===== src/mvt_pkg.sv =====
// ----------------------------------------------------------------------------
// mvt_pkg
// Shared widths, types and register codes for the 4x4 matrix-vector transform.
// ----------------------------------------------------------------------------
package mvt_pkg;

  localparam int ROWS       = 4;
  localparam int COLS       = 4;
  localparam int COEFF_W    = 16;
  localparam int VEC_W      = 32;
  localparam int COEFF_FRAC = 12;
  localparam int CFG_W      = COLS * COEFF_W;
  localparam int CFG_IDX_W  = 4;

  localparam int PROD_W  = COEFF_W + VEC_W;
  localparam int PAIR_W  = PROD_W + 1;
  localparam int SUM_W   = PROD_W + 2;
  localparam int SHIFT_W = SUM_W - COEFF_FRAC;

  typedef logic [CFG_W-1:0]  row_t;
  typedef row_t [ROWS-1:0]   matrix_t;
  typedef logic [VEC_W-1:0]  comp_t;
  typedef comp_t [COLS-1:0]  vec_t;
  typedef comp_t [ROWS-1:0]  res_t;

  typedef logic [PROD_W-1:0] prod_t;
  typedef prod_t [COLS-1:0]  prod_row_t;
  typedef prod_row_t [ROWS-1:0] prod_mat_t;

  typedef logic [PAIR_W-1:0] pair_t;
  typedef pair_t [1:0]       pair_row_t;
  typedef pair_row_t [ROWS-1:0] pair_mat_t;

  typedef logic [SUM_W-1:0]  sum_t;
  typedef sum_t [ROWS-1:0]   sum_vec_t;

  typedef enum logic [CFG_IDX_W-1:0] {
    REG_ROW0,
    REG_ROW1,
    REG_ROW2,
    REG_ROW3
  } reg_idx_t;

  localparam row_t ROW0_RESET = 64'h0000_0000_0000_1000;
  localparam row_t ROW1_RESET = 64'h0000_0000_1000_0000;
  localparam row_t ROW2_RESET = 64'h0000_1000_0000_0000;
  localparam row_t ROW3_RESET = 64'h1000_0000_0000_0000;

  localparam comp_t VEC_MAX = {1'b0, {(VEC_W-1){1'b1}}};
  localparam comp_t VEC_MIN = {1'b1, {(VEC_W-1){1'b0}}};

endpackage


===== src/mvt_sat.sv =====
// ----------------------------------------------------------------------------
// mvt_sat
// Output stage: drops the fraction bits, clamps to 32 bits, holds the word.
// ----------------------------------------------------------------------------
module mvt_sat (
  input  logic               clk,
  input  logic               rst,
  input  logic               in_valid,
  output logic               in_ready,
  input  mvt_pkg::sum_vec_t  sum,
  output logic               out_valid,
  input  logic               out_ready,
  output mvt_pkg::res_t      res,
  output logic               sat
);
  import mvt_pkg::*;

  res_t        res_next;
  logic [ROWS-1:0] clamp;
  logic [SHIFT_W-1:0] q [ROWS];

  assign in_ready = !out_valid || out_ready;

  always_comb begin
    for (int r = 0; r < ROWS; r++) begin
      q[r] = sum[r][SUM_W-1:COEFF_FRAC];
      clamp[r] = !((&q[r][SHIFT_W-1:VEC_W-1]) || !(|q[r][SHIFT_W-1:VEC_W-1]));
      if (clamp[r]) begin
        res_next[r] = q[r][SHIFT_W-1] ? VEC_MIN : VEC_MAX;
      end else begin
        res_next[r] = q[r][VEC_W-1:0];
      end
    end
  end

  always_ff @(posedge clk) begin
    if (rst) begin
      out_valid <= 1'b0;
    end else if (in_ready) begin
      out_valid <= in_valid;
    end
  end

  always_ff @(posedge clk) begin
    if (in_ready && in_valid) begin
      res <= res_next;
      sat <= |clamp;
    end
  end

endmodule


===== config.mk =====
export PLATFORM = sky130hd
export DESIGN_NAME = mvt_sat
export DESIGN_NICKNAME = d
export VERILOG_FILES = /design/src/mvt_pkg.sv /design/src/mvt_sat.sv
export SDC_FILE = /design/constraint.sdc
export NUM_CORES = 1
export LEC_CHECK = 0
export BUFFER_PORTS_ARGS = -buffer_cell sky130_fd_sc_hd__buf_2
export CORE_ASPECT_RATIO = 1.25
export CORE_UTILIZATION = 23
export DETAILED_ROUTE_END_ITERATION = 10
export GPL_ROUTABILITY_DRIVEN = 0
export GPL_TIMING_DRIVEN = 0
export PLACE_DENSITY = 0.57
export SKIP_CTS_REPAIR_TIMING = 1
export SLEW_MARGIN = 5
export SYNTH_ARGS = -nofsm -noshare
export SYNTH_HDL_FRONTEND = slang
export SYNTH_SLANG_ARGS = --single-unit

===== constraint.sdc =====
create_clock -name clk -period 5.9 [get_ports clk]
set_input_delay 0.295 -clock clk [delete_from_list [all_inputs] [get_ports clk]]
set_output_delay 0.295 -clock clk [all_outputs]
set_load 0.02 [all_outputs]

==> summary.txt <==
Detailed routing
  • WL/cell: 15.9 um
  • ANT nets after route: 0
  • Via/cell ratio: 4.18
  • Post-Route WL: 14.6 mm
  • DR pass1 iterations: 4
  • Initial DRC Count: 145
  • Residual DRC: 0
  • Vias: 3,844

STA
  • Worst Tran Pin Value: 0.528 ns
  • Relative slew slack: 64.8%
  • Final hold vios: 0
  • RSZ-0062 raised after global routing: false
  • Finish-stage setup viols: 0
  • Min Hold Slack: 0.0383 ns
  • Clock skew: 0.00624 ns
  • Setup TNS: 0 ns
  • Final Max Tran Viols: 0
  • FMAX: 0.603 GHz
  • Tcrit/Tclk final: 28.1%
  • Setup ws final: 4.24 ns
  • Fin crit period: 1.66 ns

Synthesis
  • Syn. warnings: 0
  • Yosys reg bits: 130
  • Sequential-to-total area share from yosys stat: 73.6%
  • Distinct cells, synth: 17
  • Post-Syn Area: 5290 sq um
  • Syn Nets: 519
  • Syn Inst Count: 315
  • Syn_area_per_cell: 16.8 sq um

Critical path
  • Critical path class: reg2reg
  • Crit-path cells: nand2b_1 > and2_4 > buf_16
  • CP Max Fanout: 53
  • Crit end category: register
  • Crit path DAT: 1.73 ns
  • Worst path required time: 5.97 ns
  • CP startpoint kind: register
  • Worst Reg-to-Reg Cells: 3
  • Worst path slowest cell: and2_4
  • Max incr delay on CP: 0.50 ns

Placed design
  • Buffers added on ports: 286
  • Placement Setup Slack: 4.12 ns
  • DP HPWL: 10.9 mm

Clock network
  • H-Tree Depth: 4
  • Clock transition at path regs: 0.06 ns
  • CTS Sinks: 130
  • CTS Buffer Depth: 2
  • TritonCTS clock tree: yes
  • Clock Tree Root: clkbuf_16
  • Clock Latency Late Sink: 0.40 ns
  • Cts bufs inserted: 17

Global route
  • Global-route wire length before repair: 20.8 mm
  • Vias in the first global route: 3,843
  • Initial antenna violation count: 1
  • Total GRT Usage: 12.0%
  • Global route overflow: 0
  • Largest net degree at the start of global routing: 54

Floorplanning
  • CORE AREA: 22,400 sq um
  • Die Y: 172 um
  • Die W: 138 um
  • Starting Density: 23.6%
  • Die ar.: 23,600 sq um
  • I/O pin count: 335
  • Row cnt: 61

Pwr
  • Static Leak: 3.79 nW
  • Pwr dens: 307 nW/um^2
  • Peak VDD IR: 185 uV

Layout
  • Synthesis-to-finish area growth: 45.2%
  • Commonest non-fill, non-tap cell in the layout: buf_2
  • Share of cells above drive strength 1: 55.3%
  • NumNets Final: 826
  • Commonest non-fill, non-tap cells in the layout: 286 x buf_2, 129 x edfxtp_1, 124 x a21o_1, 17 x clkbuf_16

Run status
  • Run status: completed

Min path
  • WHS Path Cells: 2
  • Hold/Removal Path Class: in2reg

Flow run
  • Max_cap viols: 0
final timing paths:
kind | from | end | slack, ns
setup / recovery | out_valid$_SDFFE_PP0N_ | res[22]$_DFFE_PP_ | 4.24
hold / removal | rst | out_valid$_SDFFE_PP0N_ | 0.04
hold reg to reg | out_valid$_SDFFE_PP0N_ | out_valid$_SDFFE_PP0N_ | 0.57
setup reg to reg | out_valid$_SDFFE_PP0N_ | res[22]$_DFFE_PP_ | 4.24
through the flow:
stage	util [%]	instance area, sq um	instances	total power, mW
2_1_floorplan	-	5290	315	1.27
3_3_place_gp	31.6	7070	884	1.40
3_5_place_dp	31.9	7130	886	1.40
4_1_cts	34.3	7680	918	2.40
5_1_grt	34.3	7680	918	2.46
6_report	34.3	7680	919	2.36
flip-flops by register name, summed over array words and instances, names as in the netlist:
signal	cells
sat	1
res	128
out_valid	1
per-layer routing:
metal | wire [um] | vias to the layer above | GRT usage, %
met4 | 191 | 0 | 3.97
met1 | 5760 | 1826 | 13.2
met5 | 0 | - | 0
met3 | 1210 | 9 | 4.66
met2 | 7450 | 166 | 20.9
li1 | - | 1843 | -
critical path, delay by kind of cell, from the launching register on:
kind	cells	cell delay, ns
AND/OR/NAND/NOR	2	0.63
flip-flops	1	0.32
buffers and inverters	1	0.33
cells in the mapped netlist (all sizes together):
cell	number	area (sq um)
dfxtp	1	20.0
nor3	4	20.0
o21ai	4	35.0
nor2b	4	55.1
buf	24	225
nand2	4	15.0
a21oi	1	5.00
nand4	5	31.3
edfxtp	129	3870
clkbuf	4	15.0
and2	1	6.26
nand3	4	20.0
nand2b	1	6.26
nor4	4	25.0
a21o	124	931
inv	1	3.75
power by group:
| group | switching [mW] | internal (mW) | total, mW |
|---|---|---|---|
| clock | 0.406 | 0.577 | 0.983 |
| combinational | 0.168 | 0.116 | 0.283 |
| sequential | 0.0116 | 1.08 | 1.10 |
final cells by class:
cell class	count	area, sq um
antenna	1	2.50
tap	283	354
timing repair buffer	288	1490
buffer	28	240
fill	2240	14700
inverter	1	3.75
sequential	130	3890
multi-input combinational	156	1150
clock inverter	14	116
clock buffer	18	429
cells by family after synthesis:
group / share of synthesized area (%)
AO/OA/AOI/OAI: 18.4
AND/OR/NAND/NOR: 3.38
flip-flops: 73.6
buffers and inverters: 4.61
Note: power is estimated with default switching activity, not from simulation.
