<file path="src/mvt_pkg.sv">
// ----------------------------------------------------------------------------
// mvt_pkg
// Shared widths, types and register codes for the 4x4 matrix-vector transform.
// ----------------------------------------------------------------------------
package mvt_pkg;

  localparam int ROWS       = 4;
  localparam int COLS       = 4;
  localparam int COEFF_W    = 16;
  localparam int VEC_W      = 32;
  localparam int COEFF_FRAC = 12;
  localparam int CFG_W      = COLS * COEFF_W;
  localparam int CFG_IDX_W  = 4;

  localparam int PROD_W  = COEFF_W + VEC_W;
  localparam int PAIR_W  = PROD_W + 1;
  localparam int SUM_W   = PROD_W + 2;
  localparam int SHIFT_W = SUM_W - COEFF_FRAC;

  typedef logic [CFG_W-1:0]  row_t;
  typedef row_t [ROWS-1:0]   matrix_t;
  typedef logic [VEC_W-1:0]  comp_t;
  typedef comp_t [COLS-1:0]  vec_t;
  typedef comp_t [ROWS-1:0]  res_t;

  typedef logic [PROD_W-1:0] prod_t;
  typedef prod_t [COLS-1:0]  prod_row_t;
  typedef prod_row_t [ROWS-1:0] prod_mat_t;

  typedef logic [PAIR_W-1:0] pair_t;
  typedef pair_t [1:0]       pair_row_t;
  typedef pair_row_t [ROWS-1:0] pair_mat_t;

  typedef logic [SUM_W-1:0]  sum_t;
  typedef sum_t [ROWS-1:0]   sum_vec_t;

  typedef enum logic [CFG_IDX_W-1:0] {
    REG_ROW0,
    REG_ROW1,
    REG_ROW2,
    REG_ROW3
  } reg_idx_t;

  localparam row_t ROW0_RESET = 64'h0000_0000_0000_1000;
  localparam row_t ROW1_RESET = 64'h0000_0000_1000_0000;
  localparam row_t ROW2_RESET = 64'h0000_1000_0000_0000;
  localparam row_t ROW3_RESET = 64'h1000_0000_0000_0000;

  localparam comp_t VEC_MAX = {1'b0, {(VEC_W-1){1'b1}}};
  localparam comp_t VEC_MIN = {1'b1, {(VEC_W-1){1'b0}}};

endpackage

</file>
<file path="src/mvt_add.sv">
// ----------------------------------------------------------------------------
// mvt_add
// Two registered adder levels that reduce each row's products to one sum.
// ----------------------------------------------------------------------------
module mvt_add (
  input  logic                clk,
  input  logic                rst,
  input  logic                in_valid,
  output logic                in_ready,
  input  mvt_pkg::prod_mat_t  prod,
  output logic                out_valid,
  input  logic                out_ready,
  output mvt_pkg::sum_vec_t   sum
);
  import mvt_pkg::*;

  pair_mat_t pair;
  pair_mat_t pair_next;
  sum_vec_t  sum_next;
  logic      pair_valid;
  logic      pair_ready;

  assign pair_ready = !out_valid || out_ready;
  assign in_ready   = !pair_valid || pair_ready;

  always_comb begin
    for (int r = 0; r < ROWS; r++) begin
      for (int k = 0; k < 2; k++) begin
        pair_next[r][k] = $signed(prod[r][2*k]) + $signed(prod[r][2*k+1]);
      end
      sum_next[r] = $signed(pair[r][0]) + $signed(pair[r][1]);
    end
  end

  always_ff @(posedge clk) begin
    if (rst) begin
      pair_valid <= 1'b0;
      out_valid  <= 1'b0;
    end else begin
      if (in_ready) begin
        pair_valid <= in_valid;
      end
      if (pair_ready) begin
        out_valid <= pair_valid;
      end
    end
  end

  always_ff @(posedge clk) begin
    if (in_ready && in_valid) begin
      pair <= pair_next;
    end
    if (pair_ready && pair_valid) begin
      sum <= sum_next;
    end
  end

endmodule

</file>
<file path="config.mk">
export PLATFORM = sky130hd
export DESIGN_NAME = mvt_add
export DESIGN_NICKNAME = d
export VERILOG_FILES = /design/src/mvt_pkg.sv /design/src/mvt_add.sv
export SDC_FILE = /design/constraint.sdc
export NUM_CORES = 2
export LEC_CHECK = 0
export ABC_AREA = 1
export BUFFER_PORTS_ARGS = -buffer_cell sky130_fd_sc_hd__buf_2
export CAP_MARGIN = 20
export CORE_AREA = 2 2 376 378
export DETAILED_ROUTE_END_ITERATION = 7
export DIE_AREA = 0 0 378 380
export PLACE_DENSITY = 0.69
export SYNTH_ARGS = -nofsm -noshare
export SYNTH_HDL_FRONTEND = slang
export SYNTH_SLANG_ARGS = --single-unit
</file>
<file path="constraint.sdc">
create_clock -name clk -period 14.5 [get_ports clk]
set_clock_uncertainty 0.15 [all_clocks]
set_input_delay 0.725 -clock clk [delete_from_list [all_inputs] [get_ports clk]]
set_output_delay 0.725 -clock clk [all_outputs]
set_load 0.005 [all_outputs]
</file>
==> metrics.md <==
| Metric | Value |
|---|---|
| Switching pwr | `3.41 mW` |
| DR WL met3 | `23.6 mm` |
| Synth Area in XOR/XNOR | `4.79%` |
| Crit path DAT | `4.28 ns` |
| Initial antenna violation count | `20` |
| Sequential element share of the synthesized area | `27.0%` |
| Cell variety after synth | `31` |
| Post-synthesis average cell area | `6.17 um2` |
| Placed insts | `13,500` |
| Overall Global Routing Usage | `36.8%` |
| Clock network fraction of total power | `22.9%` |
| Maxcap violations | `0` |
| Final core occ | `54.2%` |
| Crit-path max FO | `84` |
| Worst Path Required | `14.64 ns` |
| Syn Inst Count | `10,700` |
| Largest family of logic cells by synthesized area | `simple AND/OR/NAND/NOR gates` |
| Global-route wire length before repair | `397 mm` |
| Reg power frac | `31.5%` |
| Synth-to-Final Area Change | `14.6%` |
| Via/cell ratio | `5.21` |
| Leak Pwr | `42.6 nW` |
| Largest area contributor in the netlist | `edfxtp_1` |
| Synth Register Bits | `594` |
| I/O Buffers | `973` |
| FMAX | `242 MHz` |
| Commonest non-fill, non-tap cells in the layout | `4,337 x nand2_1, 2,145 x inv_1, 1,003 x nor2_1` |
| CP startpoint kind | `flop` |
| Number of DRC markers in iteration 0 | `7,583` |
| Post-synth EDFFs | `592` |
| DRT antenna net count | `0` |
| Sw frac | `43.5%` |
| Die Wd | `378 um` |
| Slew HR | `33.8%` |
| Share of cells above drive strength 1 | `10.2%` |
| Maximum VDD drop | `0.0842 mV` |
| Outcome | `finished, final reports clean` |
| Clock transition at the registers of the reported paths | `0.05 ns` |
| Cell Count, Final, Fillers Out | `13,700` |
| Post-route minimum period | `4.14 ns` |
| CTS Sinks | `594` |
| Clock root cell | `clkbuf_16` |
| Fin Setup TNS | `0 ns` |
| Final slew viol count | `0` |
| Worst Max-Slew Pin Slew | `0.993 ns` |
| Period utilization | `28.5%` |
| Power Internal | `4.44 mW` |
| PostCTS Resize Cnt | `0` |
| Setup CP Type | `reg2reg` |
| Die Y | `380 um` |
| Commonest non-fill, non-tap cell in the layout | `nand2_1` |
| Starting Density | `47.3%` |
| Synth warn | `0` |
| Post-place setup slack | `9.83 ns` |
| Setup Buffers After CTS | `0` |
| HP Class | `in2reg` |
| Boundary Pins | `974` |
| # rows | `137` |
| Top-area cell type share of the netlist area | `27.0%` |
| Dpl hpwl | `239 mm` |
| Final Hold Violating Endpoints | `0` |
| Nets | `13,100` |
| Fraction of the mapped netlist area in compound gates | `5.55%` |
| R2R setup slack | `10.36 ns` |
| Top cells by area in the synthesized netlist | `edfxtp_1 27%, nand2_1 25%, inv_1 12%` |
| WL/cell | `20.0 um` |
| CTS tree | `yes` |
| CTS Buf Count | `72` |
| Setup crit end kind | `flop` |
| First drt pass iteration count | `7` |
| Largest net degree at the start of global routing | `131` |
| Setup slack after layout | `10.36 ns` |
| M1 WL | `117 mm` |
| Pwr Density | `104 nW/um2` |
| Syn Nets | `12,000` |
| Total Power | `7.85 mW` |
| Multiplexer area fraction after synthesis | `0%` |
| CTS max path bufs | `3` |
| GP Congestion | `1.08` |
| Via count | `71,300` |
| Final wirelength | `273 mm` |
| Grt ovf | `0` |
| Core Region | `139,000 um2` |
| Mapped cell area | `65,900 um2` |
| Met2 WL | `121 mm` |
| CTS H-tree lvls | `3` |
| Drc violations | `0` |
| Ys async rst share | `0%` |
| Die Area | `144,000 um2` |
| Post-Synth Simple-Gate Area | `38.9%` |
| Final setup violation count | `0` |
| RSZ-0062 raised after global routing | `no` |
| Worst-Skew Late Latency | `0.70 ns` |
| Top layer reached by signal wires | `met5` |
| Combinational Power Share | `45.6%` |
| Hold Buf Count CTS | `0` |
| Top_reg_cell synth | `edfxtp_1` |
| Adder-cell share of the synthesized area | `11.4%` |
| Vias in the first global route | `65,400` |
-- registers in the layout (all words and copies together), names as in the netlist --
| name | flops |
|---|---|
| out_valid | 1 |
| pair | 392 |
| pair_valid | 1 |
| sum | 200 |
-- worst max-delay path: stages (launching register included) --
cell and delay [ns]:
dfxtp_1 0.35, nand3_1 0.14, nand2_1 0.16, inv_8 0.44, buf_4 0.73, buf_4 0.74, buf_4 0.85
-- synthesized netlist by cell type, types with 11 or more instances --
cell      count
a21boi_0     13
a21o_1       11
a21oi_1     423
and2_1       49
edfxtp_1    592
fa_1         12
ha_1        580
inv_1      2146
inv_2        17
nand2_1    4337
nand2_2      13
nand3_1     444
nand3b_1     99
nand4_1     142
nor2_1     1003
nor2_2       34
nor3_1      108
nor3_2       40
nor4_1       14
o21a_1       23
o21ai_0     109
o21ai_1      13
o21bai_1     76
xnor2_1      23
xor2_1      337
-- area by class of cell --
class / instances / area, um2
fill: 14400 / 63700
sequential: 594 / 17800
tap: 1876 / 2350
multi-input combinational: 7921 / 40000
clock inverter: 44 / 412
inverter: 2163 / 8130
clock buffer: 85 / 1880
timing repair buffer: 980 / 4930
antenna: 12 / 30.0
-- per-stage QoR --
step                area (um2)  hold slack [ns]
floorplan                65900            0.295
global placement         73200            0.371
detailed placement       73200            0.381
CTS                      75500           0.0536
global route             75500           0.0859
finish                   75500           0.0983
-- final timing paths --
| check | start | endpoint | cells after the start |
|---|---|---|---|
| setup / recovery | out_valid$_SDFFE_PP0P_ | pair[52]$_DFFE_PP_ | 6 |
| hold / removal | rst | pair_valid$_SDFFE_PP0N_ | 2 |
| setup reg to reg | out_valid$_SDFFE_PP0P_ | pair[52]$_DFFE_PP_ | 6 |
| hold reg to reg | pair[49]$_DFFE_PP_ | sum[0]$_DFFE_PP_ | 1 |
-- layer usage --
metal  global-route usage [%]  up-vias
met5                        0        -
met4                     14.7        2
met3                     5.23      460
met2                     58.8     3269
met1                     49.9    32400
li1                         -    35200
-- kinds of logic (layout without fill, tap and decap cells) --
logic type | after synthesis | after routing
AOI/OAI and AO/OA | 669 | 669
xor gates and xnor gates | 360 | 360
adders and majority gates | 592 | 592
buffers and inverters | 2163 | 3272
DFF | 594 | 594
other | 0 | 12
and+or+nand+nor | 6300 | 6300
-- power by group through the flow --
| stage | Combinational, mW | Sequential (mW) | Clock, mW |
|---|---|---|---|
| 4_1_cts | 3.49 | 2.47 | 1.83 |
| 3_3_place_gp | 3.45 | 2.50 | 0 |
| 5_1_grt | 3.93 | 2.48 | 1.89 |
| 2_1_floorplan | 2.23 | 2.42 | 0 |
| 6_report | 3.58 | 2.47 | 1.80 |
| 3_5_place_dp | 3.48 | 2.50 | 0 |
Note: power is estimated with default switching activity, not from simulation.
